===== src/rtl/pkcs1_v15_block_unpadder_macros.svh =====
// Assertion macros for the PKCS#1 v1.5 block unpadder.
// Used by the RTL files that carry concurrent checks; they expect i_clk and i_rst_n in scope.
`ifndef PKCS1_V15_BLOCK_UNPADDER_MACROS_SVH
`define PKCS1_V15_BLOCK_UNPADDER_MACROS_SVH

// Same-cycle implication, off while reset is held
`define PK1U_ASSERT_IMP(lbl, ante, cons, msg) \
    lbl: assert property (@(posedge i_clk) disable iff (!i_rst_n) (ante) |-> (cons)) \
        else $error(msg);

// Next-cycle implication, off while reset is held
`define PK1U_ASSERT_NXT(lbl, ante, cons, msg) \
    lbl: assert property (@(posedge i_clk) disable iff (!i_rst_n) (ante) |=> (cons)) \
        else $error(msg);

`endif


===== src/rtl/pk1u_pkg.sv =====
// Shared types and constants of the PKCS#1 v1.5 block unpadder.
// No dependencies; used by the interfaces and every module.
`default_nettype none

package pk1u_pkg;

    // Block geometry
    localparam int unsigned MAX_BLOCK_BYTES = 512;
    localparam int unsigned POS_W           = $clog2(MAX_BLOCK_BYTES + 1);
    localparam int unsigned CNT_W           = 10;
    localparam int unsigned CAP_W           = 10;

    // Fixed byte values and positions of the padding format
    localparam logic [7:0] BYTE_ZERO   = 8'h00;
    localparam logic [7:0] BYTE_TYPE1  = 8'h01;
    localparam logic [7:0] BYTE_TYPE2  = 8'h02;
    localparam logic [7:0] BYTE_FF     = 8'hFF;
    localparam int unsigned SEP_MIN_POS = 10;
    localparam int unsigned MIN_BLOCK   = 11;

    // Configuration port
    localparam int unsigned CFG_IDX_W  = 1;
    localparam int unsigned CFG_DATA_W = 10;
    localparam logic [CFG_IDX_W-1:0] CFG_MODE = 1'b0;
    localparam logic [CFG_IDX_W-1:0] CFG_CAP  = 1'b1;
    localparam logic [CAP_W-1:0]     CAP_RESET = 10'd512;

    // Status codes
    typedef enum logic [2:0] {
        ST_OK        = 3'd0,
        ST_SHORT     = 3'd1,
        ST_BAD_HDR   = 3'd2,
        ST_BAD_PAD   = 3'd3,
        ST_NO_SEP    = 3'd4,
        ST_MSG_LONG  = 3'd5,
        ST_BLK_LONG  = 3'd6
    } t_pk1u_status;

    // Scan phase
    typedef enum logic [3:0] {
        PH_HEADER = 4'b0001,
        PH_PAD    = 4'b0010,
        PH_MSG    = 4'b0100,
        PH_REJECT = 4'b1000
    } t_pk1u_phase;

    // Register values seen by the parser
    typedef struct packed {
        logic             mode;
        logic [CAP_W-1:0] cap;
    } t_pk1u_cfg;

    // One parser result
    typedef struct packed {
        logic       produce;
        logic [7:0] msg_byte;
        logic       msg_valid;
        logic       done_res;
        logic [2:0] status;
    } t_pk1u_res;

endpackage

`default_nettype wire


===== src/rtl/pk1u_ifs.sv =====
// Channel interfaces of the PKCS#1 v1.5 block unpadder: input bytes, results, register writes.
// Depends on pk1u_pkg.
`default_nettype none

interface pk1u_in_if;
    logic       valid;
    logic       ready;
    logic [7:0] data_byte;
    logic       last;

    modport source (output valid, output data_byte, output last, input ready);
    modport sink   (input valid, input data_byte, input last, output ready);
endinterface

interface pk1u_out_if;
    logic       valid;
    logic       ready;
    logic [7:0] msg_byte;
    logic       msg_valid;
    logic       done_res;
    logic [2:0] status;

    modport source (output valid, output msg_byte, output msg_valid, output done_res,
                    output status, input ready);
    modport sink   (input valid, input msg_byte, input msg_valid, input done_res,
                    input status, output ready);
endinterface

interface pk1u_cfg_if;
    logic                             valid;
    logic                             ready;
    logic [pk1u_pkg::CFG_IDX_W-1:0]  index;
    logic [pk1u_pkg::CFG_DATA_W-1:0] data;

    modport source (output valid, output index, output data, input ready);
    modport sink   (input valid, input index, input data, output ready);
endinterface

`default_nettype wire


===== src/rtl/pk1u_cfg.sv =====
// Configuration registers (mode, plaintext capacity) of the block unpadder.
// Depends on pk1u_pkg and pk1u_ifs.
`default_nettype none

module pk1u_cfg (
    input  wire                  i_clk,
    input  wire                  i_rst_n,
    pk1u_cfg_if.sink             i_cfg,
    output pk1u_pkg::t_pk1u_cfg  o_cfg
);

    logic                        r_mode;
    logic [pk1u_pkg::CAP_W-1:0]  r_cap;

    // Always take writes
    assign i_cfg.ready = 1'b1;

    // Decode the register index and store the word
    always_ff @(posedge i_clk) begin
        if (!i_rst_n) begin
            r_mode <= 1'b0;
            r_cap  <= pk1u_pkg::CAP_RESET;
        end else if (i_cfg.valid) begin
            unique case (i_cfg.index)
                pk1u_pkg::CFG_MODE: r_mode <= i_cfg.data[0];
                pk1u_pkg::CFG_CAP:  r_cap  <= i_cfg.data[pk1u_pkg::CAP_W-1:0];
                default: ;
            endcase
        end
    end

    assign o_cfg.mode = r_mode;
    assign o_cfg.cap  = r_cap;

endmodule

`default_nettype wire


===== src/rtl/pk1u_parser.sv =====
// Padding parser of the block unpadder: scan state and the one-step decision per byte.
// Depends on pk1u_pkg and the assertion macros header.
`default_nettype none
`include "pkcs1_v15_block_unpadder_macros.svh"

module pk1u_parser (
    input  wire                       i_clk,
    input  wire                       i_rst_n,
    input  wire                       i_fire,
    input  wire  [7:0]                i_byte,
    input  wire                       i_last,
    input  wire pk1u_pkg::t_pk1u_cfg  i_cfg,
    output pk1u_pkg::t_pk1u_res       o_res
);

    localparam logic [pk1u_pkg::POS_W-1:0] POS_MAX =
        pk1u_pkg::POS_W'(pk1u_pkg::MAX_BLOCK_BYTES);
    localparam logic [pk1u_pkg::POS_W-1:0] POS_SEP =
        pk1u_pkg::POS_W'(pk1u_pkg::SEP_MIN_POS);
    localparam logic [pk1u_pkg::POS_W-1:0] POS_MIN =
        pk1u_pkg::POS_W'(pk1u_pkg::MIN_BLOCK);

    logic [pk1u_pkg::POS_W-1:0]  r_pos,   n_pos;
    pk1u_pkg::t_pk1u_phase       r_phase, n_phase;
    pk1u_pkg::t_pk1u_status      r_err,   n_err;
    logic [pk1u_pkg::CNT_W-1:0]  r_cnt,   n_cnt;
    logic                        emit;
    logic [7:0]                  hdr_type;
    logic                        sep_hit;
    pk1u_pkg::t_pk1u_status      status;
    logic                        scan_clean;
    logic                        scan_idle;

    assign hdr_type = i_cfg.mode ? pk1u_pkg::BYTE_TYPE2 : pk1u_pkg::BYTE_TYPE1;
    assign sep_hit  = (i_byte == pk1u_pkg::BYTE_ZERO) && (r_pos >= POS_SEP);

    // Next scan state for the byte in the input register
    always_comb begin
        n_pos   = r_pos;
        n_phase = r_phase;
        n_err   = r_err;
        n_cnt   = r_cnt;
        emit    = 1'b0;
        if (r_pos >= POS_MAX) begin
            n_err = pk1u_pkg::ST_BLK_LONG;
        end else begin
            n_pos = r_pos + 1'b1;
            unique case (r_phase)
                pk1u_pkg::PH_HEADER: begin
                    if (r_pos == '0) begin
                        if (i_byte != pk1u_pkg::BYTE_ZERO && r_err == pk1u_pkg::ST_OK)
                            n_err = pk1u_pkg::ST_BAD_HDR;
                    end else begin
                        if (i_byte != hdr_type && r_err == pk1u_pkg::ST_OK)
                            n_err = pk1u_pkg::ST_BAD_HDR;
                        n_phase = pk1u_pkg::PH_PAD;
                    end
                end
                pk1u_pkg::PH_PAD: begin
                    if (!i_cfg.mode) begin
                        if (i_byte == pk1u_pkg::BYTE_FF) begin
                            n_phase = pk1u_pkg::PH_PAD;
                        end else if (sep_hit) begin
                            n_phase = pk1u_pkg::PH_MSG;
                        end else begin
                            if (r_err == pk1u_pkg::ST_OK)
                                n_err = pk1u_pkg::ST_BAD_PAD;
                            n_phase = pk1u_pkg::PH_REJECT;
                        end
                    end else if (sep_hit) begin
                        n_phase = pk1u_pkg::PH_MSG;
                    end
                end
                pk1u_pkg::PH_MSG: begin
                    if (r_err == pk1u_pkg::ST_OK) begin
                        if (i_cfg.mode && r_cnt >= i_cfg.cap) begin
                            n_err = pk1u_pkg::ST_MSG_LONG;
                        end else begin
                            emit = 1'b1;
                            if (r_cnt != '1)
                                n_cnt = r_cnt + 1'b1;
                        end
                    end
                end
                pk1u_pkg::PH_REJECT: ;
                default: ;
            endcase
        end
    end

    // Final status from the updated state
    always_comb begin
        if (!i_last)
            status = pk1u_pkg::ST_OK;
        else if (n_pos < POS_MIN)
            status = pk1u_pkg::ST_SHORT;
        else if (n_err != pk1u_pkg::ST_OK)
            status = n_err;
        else if (n_phase != pk1u_pkg::PH_MSG)
            status = pk1u_pkg::ST_NO_SEP;
        else
            status = pk1u_pkg::ST_OK;
    end

    assign o_res.produce   = emit || i_last;
    assign o_res.msg_byte  = emit ? i_byte : pk1u_pkg::BYTE_ZERO;
    assign o_res.msg_valid = emit;
    assign o_res.done_res  = i_last;
    assign o_res.status    = status;

    // Advance the scan state; clear it after the last byte
    always_ff @(posedge i_clk) begin
        if (!i_rst_n) begin
            r_pos   <= '0;
            r_phase <= pk1u_pkg::PH_HEADER;
            r_err   <= pk1u_pkg::ST_OK;
            r_cnt   <= '0;
        end else if (i_fire) begin
            if (i_last) begin
                r_pos   <= '0;
                r_phase <= pk1u_pkg::PH_HEADER;
                r_err   <= pk1u_pkg::ST_OK;
                r_cnt   <= '0;
            end else begin
                r_pos   <= n_pos;
                r_phase <= n_phase;
                r_err   <= n_err;
                r_cnt   <= n_cnt;
            end
        end
    end

    // Scan conditions watched by the checks below
    assign scan_clean = (r_phase == pk1u_pkg::PH_MSG) && (r_err == pk1u_pkg::ST_OK);
    assign scan_idle  = (r_pos == '0) && (r_phase == pk1u_pkg::PH_HEADER) &&
                        (r_err == pk1u_pkg::ST_OK) && (r_cnt == '0);

    `PK1U_ASSERT_IMP(a_emit_clean, emit, scan_clean, "message byte outside a clean message phase")
    `PK1U_ASSERT_NXT(a_block_clear, i_fire && i_last, scan_idle, "scan state kept after last byte")
    `PK1U_ASSERT_IMP(a_pos_bound, 1'b1, r_pos <= POS_MAX, "byte position beyond block limit")
    `PK1U_ASSERT_IMP(a_status_done, !i_last, status == pk1u_pkg::ST_OK, "status on a non-final word")

endmodule

`default_nettype wire


===== src/rtl/pkcs1_v15_block_unpadder.sv =====
// Each result word passes the input register and then the result register before it is on o_out.
// One byte per cycle while the result register can take a word; a single parser step lies between the two registers.
// Bytes that yield no result (header, padding, rejected) still wait for a free result register.
// Reset (i_rst_n low, synchronous): mode 0, capacity 512, scan state cleared, both stages empty.
// Depends on pk1u_pkg, pk1u_ifs, pk1u_cfg and pk1u_parser.
`default_nettype none

module pkcs1_v15_block_unpadder (
    input  wire         i_clk,
    input  wire         i_rst_n,
    pk1u_in_if.sink     i_in,
    pk1u_out_if.source  o_out,
    pk1u_cfg_if.sink    i_cfg
);

    logic                 r_in_valid;
    logic [7:0]           r_in_byte;
    logic                 r_in_last;
    logic                 r_out_valid;
    pk1u_pkg::t_pk1u_res  r_out;
    pk1u_pkg::t_pk1u_res  res;
    pk1u_pkg::t_pk1u_cfg  cfg;
    logic                 out_free;
    logic                 fire;

    pk1u_cfg u_cfg (
        .i_clk   (i_clk),
        .i_rst_n (i_rst_n),
        .i_cfg   (i_cfg),
        .o_cfg   (cfg)
    );

    pk1u_parser u_parser (
        .i_clk   (i_clk),
        .i_rst_n (i_rst_n),
        .i_fire  (fire),
        .i_byte  (r_in_byte),
        .i_last  (r_in_last),
        .i_cfg   (cfg),
        .o_res   (res)
    );

    // Process the held byte when the result register can take a word
    assign out_free   = !r_out_valid || o_out.ready;
    assign fire       = r_in_valid && out_free;
    assign i_in.ready = !r_in_valid || fire;

    // Input register
    always_ff @(posedge i_clk) begin
        if (!i_rst_n) begin
            r_in_valid <= 1'b0;
        end else if (i_in.ready) begin
            r_in_valid <= i_in.valid;
        end
    end

    always_ff @(posedge i_clk) begin
        if (i_in.ready && i_in.valid) begin
            r_in_byte <= i_in.data_byte;
            r_in_last <= i_in.last;
        end
    end

    // Result register: load on a produced word, drop once taken
    always_ff @(posedge i_clk) begin
        if (!i_rst_n) begin
            r_out_valid <= 1'b0;
        end else if (fire && res.produce) begin
            r_out_valid <= 1'b1;
        end else if (o_out.ready) begin
            r_out_valid <= 1'b0;
        end
    end

    always_ff @(posedge i_clk) begin
        if (fire && res.produce) begin
            r_out <= res;
        end
    end

    assign o_out.valid     = r_out_valid;
    assign o_out.msg_byte  = r_out.msg_byte;
    assign o_out.msg_valid = r_out.msg_valid;
    assign o_out.done_res  = r_out.done_res;
    assign o_out.status    = r_out.status;

endmodule

`default_nettype wire

===== src/flat_wrapper.sv =====
// flat-port wrapper written by rule: the top's interface ports become plain ports
module pkcs1_v15_block_unpadder_flat 
  (i_clk, i_rst_n, i_in_valid, i_in_data_byte, i_in_last, i_in_ready, o_out_valid, o_out_msg_byte, o_out_msg_valid, o_out_done_res, o_out_status, o_out_ready, i_cfg_valid, i_cfg_index, i_cfg_data, i_cfg_ready);
  pk1u_in_if i_in_i ();
  pk1u_out_if o_out_i ();
  pk1u_cfg_if i_cfg_i ();
  input  wire i_clk;
  input  wire i_rst_n;
  input wire logic [$bits(i_in_i.valid)-1:0] i_in_valid;
  input wire logic [$bits(i_in_i.data_byte)-1:0] i_in_data_byte;
  input wire logic [$bits(i_in_i.last)-1:0] i_in_last;
  output wire logic [$bits(i_in_i.ready)-1:0] i_in_ready;
  output wire logic [$bits(o_out_i.valid)-1:0] o_out_valid;
  output wire logic [$bits(o_out_i.msg_byte)-1:0] o_out_msg_byte;
  output wire logic [$bits(o_out_i.msg_valid)-1:0] o_out_msg_valid;
  output wire logic [$bits(o_out_i.done_res)-1:0] o_out_done_res;
  output wire logic [$bits(o_out_i.status)-1:0] o_out_status;
  input wire logic [$bits(o_out_i.ready)-1:0] o_out_ready;
  input wire logic [$bits(i_cfg_i.valid)-1:0] i_cfg_valid;
  input wire logic [$bits(i_cfg_i.index)-1:0] i_cfg_index;
  input wire logic [$bits(i_cfg_i.data)-1:0] i_cfg_data;
  output wire logic [$bits(i_cfg_i.ready)-1:0] i_cfg_ready;
  assign i_in_i.valid = i_in_valid;
  assign i_in_i.data_byte = i_in_data_byte;
  assign i_in_i.last = i_in_last;
  assign i_in_ready = i_in_i.ready;
  assign o_out_valid = o_out_i.valid;
  assign o_out_msg_byte = o_out_i.msg_byte;
  assign o_out_msg_valid = o_out_i.msg_valid;
  assign o_out_done_res = o_out_i.done_res;
  assign o_out_status = o_out_i.status;
  assign o_out_i.ready = o_out_ready;
  assign i_cfg_i.valid = i_cfg_valid;
  assign i_cfg_i.index = i_cfg_index;
  assign i_cfg_i.data = i_cfg_data;
  assign i_cfg_ready = i_cfg_i.ready;
  pkcs1_v15_block_unpadder u_core (.i_clk(i_clk), .i_rst_n(i_rst_n), .i_in(i_in_i), .o_out(o_out_i), .i_cfg(i_cfg_i));
endmodule

===== config.mk =====
export PLATFORM = sky130hd
export DESIGN_NAME = pkcs1_v15_block_unpadder_flat
export DESIGN_NICKNAME = d
export VERILOG_FILES = /design/src/rtl/pk1u_pkg.sv /design/src/rtl/pk1u_ifs.sv /design/src/rtl/pk1u_cfg.sv /design/src/rtl/pk1u_parser.sv /design/src/rtl/pkcs1_v15_block_unpadder.sv /design/src/flat_wrapper.sv
export VERILOG_INCLUDE_DIRS = /design/src /design/src/rtl
export SDC_FILE = /design/constraint.sdc
export NUM_CORES = 1
export LEC_CHECK = 0
export ABC_AREA = 1
export BUFFER_PORTS_ARGS = -buffer_cell sky130_fd_sc_hd__buf_2
export CORE_MARGIN = 8
export CORE_UTILIZATION = 35
export DETAILED_ROUTE_END_ITERATION = 12
export MAX_ROUTING_LAYER = met4
export PLACE_DENSITY = 0.62
export SLEW_MARGIN = 20
export SYNTH_ARGS = -nofsm -noshare
export SYNTH_HDL_FRONTEND = slang
export SYNTH_SLANG_ARGS = --single-unit

===== constraint.sdc =====
create_clock -name i_clk -period 2.45 [get_ports i_clk]
set_input_delay 0.1225 -clock i_clk [delete_from_list [all_inputs] [get_ports i_clk]]
set_output_delay 0.1225 -clock i_clk [all_outputs]
set_load 0.005 [all_outputs]

* Word-level counts from Yosys, hierarchy flattened
Index checks and enable logic that the tools add are counted.
Cells by class: add/subtract/negate cells 2, order comparisons 4, equal/unequal tests 9, multiplexer cells 38, bitwise logic cells 2, reduce and logical (&&, ||, !) cells 25
Operators by type and width (number):
- two-way mux 10 bit | 8
- two-way mux 3 bit | 13
- two-way mux 4 bit | 7
- adder 10 x 1 -> 10 bit, second input constant | 2
- >= comparator 10 bit | 1
- >= comparator 10 bit, second input constant | 1
- >= comparator 10 x 4 -> 1 bit, second input constant | 1
- logical NOT 10 bit | 1
- < comparator 10 x 4 -> 1 bit, second input constant | 1
- inequality test 10 bit, second input constant | 1
- case mux 3 bit (3 select lines) | 1
- == test 8 bit, second input constant | 1
- logical NOT 8 bit | 1
- inequality test 8 bit | 1
- case mux 4 bit (2 select lines) | 1
- nonzero test 2 bit | 4
- nonzero test 8 bit | 1
- logical AND 1 bit | 7
- two-way mux 1 bit | 7
- AND reduction 6 bit | 1
- == test 4 x 1 -> 1 bit, second input constant | 1
- == test 4 x 2 -> 1 bit, second input constant | 1
- == test 4 x 3 -> 1 bit, second input constant | 1
- inequality test 2 x 1 -> 1 bit, second input constant | 2
- 9 further kinds | 14
Storage, ports and cells: register bits after elaboration 62, input port bits 25, output and inout port bits 16, word-level logic and storage cells 95

* Longest topological paths before layout
Gate-level depths: netlist of the first run.
word-level depth 11, gate-level depth with buffers 17, depth with buffers taken out 17

* Cells and area by module
Synthesis of the first run repeated with hierarchy kept, for this count alone.
Second synthesis, totals: cell total of the unflattened synthesis 499, area total of the unflattened synthesis 3659.8 µm²
By module, submodules not included:
- pk1u_parser | instances 1, cells each 406, area an instance 2438.6 µm², sequential area each 540.5 µm²
- pkcs1_v15_block_unpadder | instances 1, cells each 39, area an instance 768.2 µm², sequential area each 700.7 µm²
- pk1u_cfg | instances 1, cells each 54, area an instance 452.9 µm², sequential area each 220.2 µm²

* Worst setup path after synthesis of the first run
Ideal clock, no wire load.
kind register to register, from register u_core.u_parser.r_cnt[0] (netlist bit), to register u_core.u_parser.r_cnt[1] (netlist bit), setup time 0.134 ns, arrival 1.948 ns, required time 2.316 ns, setup slack 0.368 ns, stages on the path, launching flop included 13, path buffers 0, clock period less this slack 2.082 ns, cells stage by stage dfxtp_1 inv_1 ha_1 o21ai_0 nand2_1 nand3_1 nand3_1 nand2_1 nand4_4 o21ai_4 nand2_4 a21oi_1 nor2_1
On the way: word-level cells in the longest chain between the ends 7, elaborated cells on any way between the ends 13, classes of those cells 1 x add/sub; 1 x order compare; 2 x eq/ne; 6 x mux; 3 x reduce/logical
Ends and longest elaborated chain:
- start: declaration | RTL line pk1u_parser.sv:26 | logic [pk1u_pkg::CNT_W-1:0] r_cnt, n_cnt;
- start signal: assignment | RTL line pk1u_parser.sv:128 | r_cnt <= n_cnt;
- adder 10 x 1 -> 10 bit | RTL line pk1u_parser.sv:81 | n_cnt = r_cnt + 1'b1;
- two-way mux 10 bit | RTL line pk1u_parser.sv:80 | if (r_cnt != '1)
- two-way mux 10 bit | RTL line pk1u_parser.sv:76 | if (i_cfg.mode && r_cnt >= i_cfg.cap) begin
- two-way mux 10 bit | RTL line pk1u_parser.sv:75 | if (r_err == pk1u_pkg::ST_OK) begin
- two-way mux 10 bit | RTL line pk1u_parser.sv:48 | unique case (r_phase)
- two-way mux 10 bit | RTL line pk1u_parser.sv:44 | if (r_pos >= POS_MAX) begin
- two-way mux 10 bit | RTL line pk1u_parser.sv:119 | if (i_last) begin
Several ways; a longest one is shown, not always the timed one. The select of a mux whose other input is x is not followed. A chain may end at the register's enable or synchronous reset.

* Final worst setup path of the first run
from register u_core.u_parser.r_cnt[0] (netlist bit), to register u_core.r_out (netlist bit u_core.o_out.msg_byte[0]), enable pin
On the way: word-level cells in the longest chain between the ends 8
Ends and longest elaborated chain:
- >= comparator 10 bit | RTL line pk1u_parser.sv:76
- logical AND 1 bit | RTL line pk1u_parser.sv:76
- two-way mux 1 bit | RTL line pk1u_parser.sv:76
- two-way mux 1 bit | RTL line pk1u_parser.sv:75
- two-way mux 1 bit | RTL line pk1u_parser.sv:48
- two-way mux 1 bit | RTL line pk1u_parser.sv:44
- logical OR 1 bit | RTL line pk1u_parser.sv:105 | assign o_res.produce = emit || i_last;
- logical AND 1 bit | RTL line pkcs1_v15_block_unpadder.sv:76 | if (fire && res.produce) begin
- end signal: assignment | RTL line pkcs1_v15_block_unpadder.sv:77 | r_out <= res;
- end: declaration | RTL line pkcs1_v15_block_unpadder.sv:20 | pk1u_pkg::t_pk1u_res r_out;
No other way between the ends.

==> results.json, run 1 <==
{
  "timing.critical_path.cells": "inv_1 > ha_1 > o21ai_0 > nand2_1 > nand3_1 > nand3_1 > nand2_1 > nand4_4 > o21ai_4 > buf_4",
  "ff_latch_area_um2": 1460,
  "power-per-cell-area_nw_per_um2": 497,
  "fin_cells": 660,
  "most-common-layout-cells": "sky130_fd_sc_hd__nand2_1 (115), sky130_fd_sc_hd__inv_1 (66), sky130_fd_sc_hd__nor2_1 (57), sky130_fd_sc_hd__dfxtp_1 (40), sky130_fd_sc_hd__buf_2 (39)",
  "grt_pass1_wl_um": 13700,
  "postCtsResizedCells": 0,
  "die-area_um2": 13500,
  "dieHeight_um": 116,
  "placed_cells": 634,
  "power.total_mw": 2.06,
  "cell_types_occupying_the_most_area_after_synthesis": "sky130_fd_sc_hd__dfxtp_1 (23%), sky130_fd_sc_hd__edfxtp_1 (19%), sky130_fd_sc_hd__nand2_1 (12%)",
  "synthesized_instance_count": 465,
  "floorplan.rows": 36,
  "hold_path_class": "primary input to register",
  "clk_path_buf_depth": 2,
  "antennaDiodeCount": 0,
  "synth.yosys.warnings": 0,
  "postRouteAntennaNets": 0,
  "core_um2": 9770,
  "unrepaired_setup_endpoints_after_global_routing": "no",
  "route.detailed.vias_per_inst": 4.55,
  "synthDominantCellAreaShare": 0.227,
  "critical_path.slowest_cell": "sky130_fd_sc_hd__dfxtp_1",
  "layout.nets": 562,
  "netSwitchingPower_mw": 0.534,
  "postCtsSetupBuffers": 0,
  "clock_latency_ns": 0.34,
  "die_width_um": 116,
  "final.setup.worst_slack_ns": 0.259,
  "n_fill_cell": 1000,
  "run_status": "finished clean",
  "floorplan.initialDensity": 0.361,
  "cts_tree": "built",
  "postPlaceCellArea_um2": 3880,
  "mean_instance_size_in_the_synthesized_netlist_um2": 7.59,
  "timing.clock.skew_ns": 0.00732,
  "clock_power_share": 0.370,
  "finalHoldViolations": 0,
  "design_area_um2": 4150,
  "routedWlPerCell_um": 12.1,
  "p_seq_frac": 0.542,
  "endpoint_kind": "register",
  "synthDominantAreaCellType": "sky130_fd_sc_hd__dfxtp_1",
  "dpl_worst_slack_ns": 0.264,
  "gr-usage-all-layers": 0.133,
  "drt_first_iter_violations": 129,
  "crit_fanout": 10,
  "pwr-share-comb": 0.088,
  "syn_nets": 505,
  "critical_path_arrival_ns": 2.25,
  "period_share": 0.894,
  "number_of_storage_elements_in_the_synthesis_netlist": 62,
  "post-dp-hpwl_um": 6090,
  "grt_overflow": 0,
  "flow.area_growth_from_synthesis_pct": 17.7,
  "report.final.setup_viol": 0,
  "layout_min_cycle_time_ns": 2.19,
  "via_count": 3002,
  "final_max_slew_viol_count": 0,
  "timing.slew.headroom": 0.387,
  "multi_input_area_um2": 1750,
  "clock_edge_transition_at_the_registers_on_the_reported_setup_and_hold_paths_ns": 0.07,
  "cp-start-kind": "register",
  "h-tree-depth": 3,
  "ys_async_sr_fraction": 0,
  "maxCapViolCount": 0,
  "drive_above_1_share": 0.180,
  "intPower_mw": 1.53,
  "p_sw_frac": 0.259,
  "grt_pass1_vias": 2989,
  "power.ir.vdd_worst_v": 0.000277,
  "grt_start_max_net_pins": 23,
  "numPortBuffers": 39,
  "critical-path-max-stage-delay_ns": 0.34,
  "timing.setup.critical_path_class": "register to register",
  "inserted_clock_buffers": 9,
  "post-route-drc-count": 0,
  "clk_root_buffer_cell": "sky130_fd_sc_hd__clkbuf_8",
  "data_required_time_at_the_worst_endpoint_ns": 2.51,
  "tightest_slew_ns": 0.919,
  "maximum_clock_frequency_mhz": 456,
  "synth-main-ff-cell": "sky130_fd_sc_hd__dfxtp_1",
  "grt_antenna_before_repair": 0,
  "tns_ns": 0,
  "lkg_pwr_nw": 1.85,
  "num_io_pins": 41,
  "synth.yosys.seq_area_share": 0.414,
  "synth_enable_flop_cells": 22,
  "synth.cell_area_um2": 3530,
  "synth_cell_types": 45,
  "mostFrequentLayoutCell": "sky130_fd_sc_hd__nand2_1",
  "hold_buffers": 10,
  "drt-total-wl_um": 7990,
  "dr.pass1.iters": 4,
  "cts_num_sinks": 62,
  "placer_s_final_routability_congestion_estimate": 0.900
}
[registers in the layout, indices dropped and copies added, names as in the netlist, 3 cells and up]
name,cells
u_core.u_cfg.r_cap,10
u_core.u_parser.r_phase,4
u_core.o_out.status,3
u_core.o_out.msg_byte,8
u_core.u_parser.r_pos,10
u_core.u_parser.r_cnt,10
u_core.r_in_byte,8
u_core.u_parser.r_err,3
[synthesized netlist by cell type (6+ instances only)]
cell	n
sky130_fd_sc_hd__a21oi_2	7
sky130_fd_sc_hd__dfxtp_1	40
sky130_fd_sc_hd__inv_1	66
sky130_fd_sc_hd__clkbuf_1	6
sky130_fd_sc_hd__nand3_1	23
sky130_fd_sc_hd__ha_1	15
sky130_fd_sc_hd__o21ai_0	19
sky130_fd_sc_hd__edfxtp_1	22
sky130_fd_sc_hd__xor2_1	8
sky130_fd_sc_hd__a21oi_1	30
sky130_fd_sc_hd__nand2_2	7
sky130_fd_sc_hd__nand2_1	115
sky130_fd_sc_hd__nor2_1	57
[final cells by class]
type / instances / area share
Timing Repair Buffer: 54 / 0.0802
Multi-Input combinational cell: 324 / 0.422
Inverter: 71 / 0.0660
Sequential cell: 62 / 0.352
Clock buffer: 9 / 0.0298
Tap cell: 133 / 0.0401
Clock inverter: 7 / 0.00995
[routing by layer]
layer,share of wire,vias to the layer above,global-route usage
met1,0.47,1337,0.158
met5,0,-,-
met3,0.041,13,0.0321
met2,0.47,51,0.214
met4,0.016,0,0.0493
li1,-,1601,-
[through the flow]
step                      utilization  hold WS (ns)
after detailed placement        0.397         0.301
after CTS                       0.425        0.0376
final                           0.425        0.0487
after global placement          0.397         0.299
after floorplan                     -         0.221
after global routing            0.425        0.0543
[path summary, 6_finish.rpt]
kind / startpoint / endpoint / slack, ns / cells past startpoint
min reg2reg: u_core.u_cfg.r_cap[1] / u_core.u_cfg.r_cap[1] / 0.46 / 2
max: u_core.u_parser.r_cnt[0] / u_core.o_out.msg_byte[0] / 0.26 / 10
min: i_in_valid / u_core.r_in_valid / 0.05 / 3
max reg2reg: u_core.u_parser.r_cnt[0] / u_core.o_out.msg_byte[0] / 0.26 / 10
[critical path: cells and delay by family, from the launching register on]
kind	cells	cell delay, ns
AO/OA/AOI/OAI	2	0.39
adder cells (fa/ha/maj)	1	0.30
buffers and inverters	2	0.28
flip-flops	1	0.34
AND/OR/NAND/NOR	5	0.57
[logic make-up after synthesis]
logic type | synth area share
adder cells (fa/ha/maj) | 0.0532
flip-flops | 0.414
buffers and inverters | 0.0894
other | 0.00106
AO/OA/AOI/OAI | 0.115
AND/OR/NAND/NOR | 0.302
XOR/XNOR | 0.0248
[power groups by stage]
stage	Combinational [mW]	Clock, mW	Sequential (mW)
2_1_floorplan	0.112	0	1.13
3_3_place_gp	0.166	0	1.14
3_5_place_dp	0.171	0	1.14
4_1_cts	0.184	0.795	1.12
5_1_grt	0.210	0.839	1.12
6_report	0.182	0.763	1.12
Note: power is estimated with default switching activity, not from simulation.
==> inputs of run 2 (changes only) <==
Settings changed: BUFFER_PORTS_ARGS -buffer_cell sky130_fd_sc_hd__buf_2 to default, DONT_BUFFER_PORTS from default to 1, PLACE_DENSITY 0.62 to 0.59.
==> run 2 against run 1 <==
- total power rose by 11%
- via count rose by 0.33%
- worst hold slack got worse by 0.041 ns
- clock power rose by 31%
- sequential power barely moved
- non-clock buffer count fell by 26
- sequential share of layout area rose by 0.096 points
- highest routed layer unchanged
- maximum frequency rose by 4.4%
- utilization fell by 0.12 points
- flip-flop and latch count did not move
==> results.json, run 2 (same netlist as run 1, synthesis figures left out) <==
{
  "run_status": "finished clean",
  "endpoint_kind": "register",
  "numPortBuffers": 0,
  "clock_edge_transition_at_the_registers_on_the_reported_setup_and_hold_paths_ns": 0.07,
  "clk_path_buf_depth": 2,
  "power.ir.vdd_worst_v": 0.000333,
  "worst_path_dominant_cell_family": "simple AND/OR/NAND/NOR gates",
  "postCtsResizedCells": 0,
  "crit_buf_inv": 3,
  "postPlaceCellArea_um2": 3700,
  "post-dp-hpwl_um": 6040,
  "clock_latency_ns": 0.34,
  "ff_latch_area_um2": 1460,
  "dieHeight_um": 116,
  "maximum_clock_frequency_mhz": 476,
  "timing.setup.critical_path_class": "register to register",
  "floorplan.rows": 36,
  "drt-total-wl_um": 7990,
  "h-tree-depth": 3,
  "flow.area_growth_from_synthesis_pct": 17.3,
  "core_um2": 9770,
  "grt_antenna_before_repair": 0,
  "critical_path_arrival_ns": 2.36,
  "unrepaired_setup_endpoints_after_global_routing": "no",
  "crit_fanout": 9,
  "gr-usage-all-layers": 0.132,
  "grt_pass1_vias": 2951,
  "inserted_clock_buffers": 9,
  "postRouteAntennaNets": 0,
  "drt_first_iter_violations": 136,
  "most-common-layout-cells": "sky130_fd_sc_hd__nand2_1 (115), sky130_fd_sc_hd__inv_1 (66), sky130_fd_sc_hd__nor2_1 (57), sky130_fd_sc_hd__dfxtp_1 (40), sky130_fd_sc_hd__a21oi_1 (30)",
  "via_count": 3012,
  "lkg_pwr_nw": 1.77,
  "power-per-cell-area_nw_per_um2": 553,
  "floorplan.initialDensity": 0.361,
  "maxCapViolCount": 0,
  "timing.slew.headroom": 0.403,
  "final_max_slew_viol_count": 0,
  "routedWlPerCell_um": 12.6,
  "cts_num_sinks": 62,
  "antennaDiodeCount": 0,
  "dr.pass1.iters": 4,
  "clk_root_buffer_cell": "sky130_fd_sc_hd__clkbuf_8",
  "route.detailed.vias_per_inst": 4.75,
  "tns_ns": 0,
  "num_io_pins": 41,
  "cp-start-kind": "register",
  "report.final.setup_viol": 0,
  "data_required_time_at_the_worst_endpoint_ns": 2.71,
  "layout_min_cycle_time_ns": 2.10,
  "critical-path-max-stage-delay_ns": 0.33,
  "layout.nets": 536,
  "grt_start_max_net_pins": 23,
  "cts_tree": "built",
  "period_share": 0.857,
  "post-route-drc-count": 0,
  "drive_above_1_share": 0.114,
  "timing.critical_path.cells": "inv_1 > ha_1 > o21ai_0 > nand2_1 > nand3_1 > nand3_1 > nand2_1 > nand4_4 > buf_4 > clkinv_4 > nand3_4 > nand2_8 > nand2_2 > a21oi_2",
  "tightest_slew_ns": 0.895,
  "critical_path.slowest_cell": "sky130_fd_sc_hd__dfxtp_1",
  "timing.clock.skew_ns": 0.0159,
  "grt_overflow": 0,
  "mostFrequentLayoutCell": "sky130_fd_sc_hd__nand2_1",
  "grt_pass1_wl_um": 13600,
  "design_area_um2": 4140,
  "die-area_um2": 13500,
  "n_fill_cell": 996,
  "die_width_um": 116,
  "hold_path_class": "primary input to register",
  "placer_s_final_routability_congestion_estimate": 0.876,
  "reg_top3": "u_core.u_cfg.r_cap x10, u_core.u_parser.r_cnt x10, u_core.u_parser.r_pos x10",
  "multi_input_area_um2": 1750,
  "finalHoldViolations": 0
}
run 2: cell type report:
| class | instances | share of cell area |
|---|---|---|
| Clock buffer | 9 | 0.0299 |
| Clock inverter | 7 | 0.0236 |
| Inverter | 71 | 0.0662 |
| Multi-Input combinational cell | 324 | 0.423 |
| Sequential cell | 62 | 0.353 |
| Tap cell | 133 | 0.0402 |
| Timing Repair Buffer | 28 | 0.0641 |
run 2: final timing paths:
kind                                          startpoint  slack [ns]                        to  cells past startpoint
worst max-delay path            u_core.u_parser.r_cnt[0]        0.35  u_core.u_parser.r_cnt[5]                     14
worst min-delay path                       i_cfg_data[8]       0.008     u_core.u_cfg.r_cap[8]                      2
worst max register to register  u_core.u_parser.r_cnt[0]        0.35  u_core.u_parser.r_cnt[5]                     14
worst min register to register     u_core.u_cfg.r_cap[5]        0.46     u_core.u_cfg.r_cap[5]                      2
run 2: timing repair:
item / CTS / global route
endpoints found under the hold margin: 25 / 0
hold buffers: 22 / 0
buffers inserted: 0 / 0
run 2: stage by stage:
| step | hold WS (ns) | util | setup slack (ns) | cells | power (mW) |
|---|---|---|---|---|---|
| 2_1_floorplan | 0.221 | - | 0.368 | 465 | 1.25 |
| 3_3_place_gp | 0.221 | 0.378 | 0.367 | 596 | 1.28 |
| 3_5_place_dp | 0.221 | 0.378 | 0.368 | 596 | 1.28 |
| 4_1_cts | 0.00578 | 0.423 | 0.353 | 634 | 2.32 |
| 5_1_grt | 0.0181 | 0.423 | 0.127 | 634 | 2.40 |
| 6_report | 0.00798 | 0.423 | 0.351 | 634 | 2.29 |
run 2: layer usage:
layer  track usage  vias to the layer above  wire length [um]
li1              -                     1556                 -
met1         0.151                     1372              3500
met2         0.224                       80              3910
met3        0.0383                        4               505
met4        0.0320                        0                65
met5             -                        -                 0
run 2: where the power goes:
part / leakage, nW / total (mW) / switching, mW / internal [mW]
combinational: 1.13 / 0.173 / 0.104 / 0.0694
clock: 0.106 / 1.00 / 0.424 / 0.576
sequential: 0.536 / 1.12 / 0.0216 / 1.10
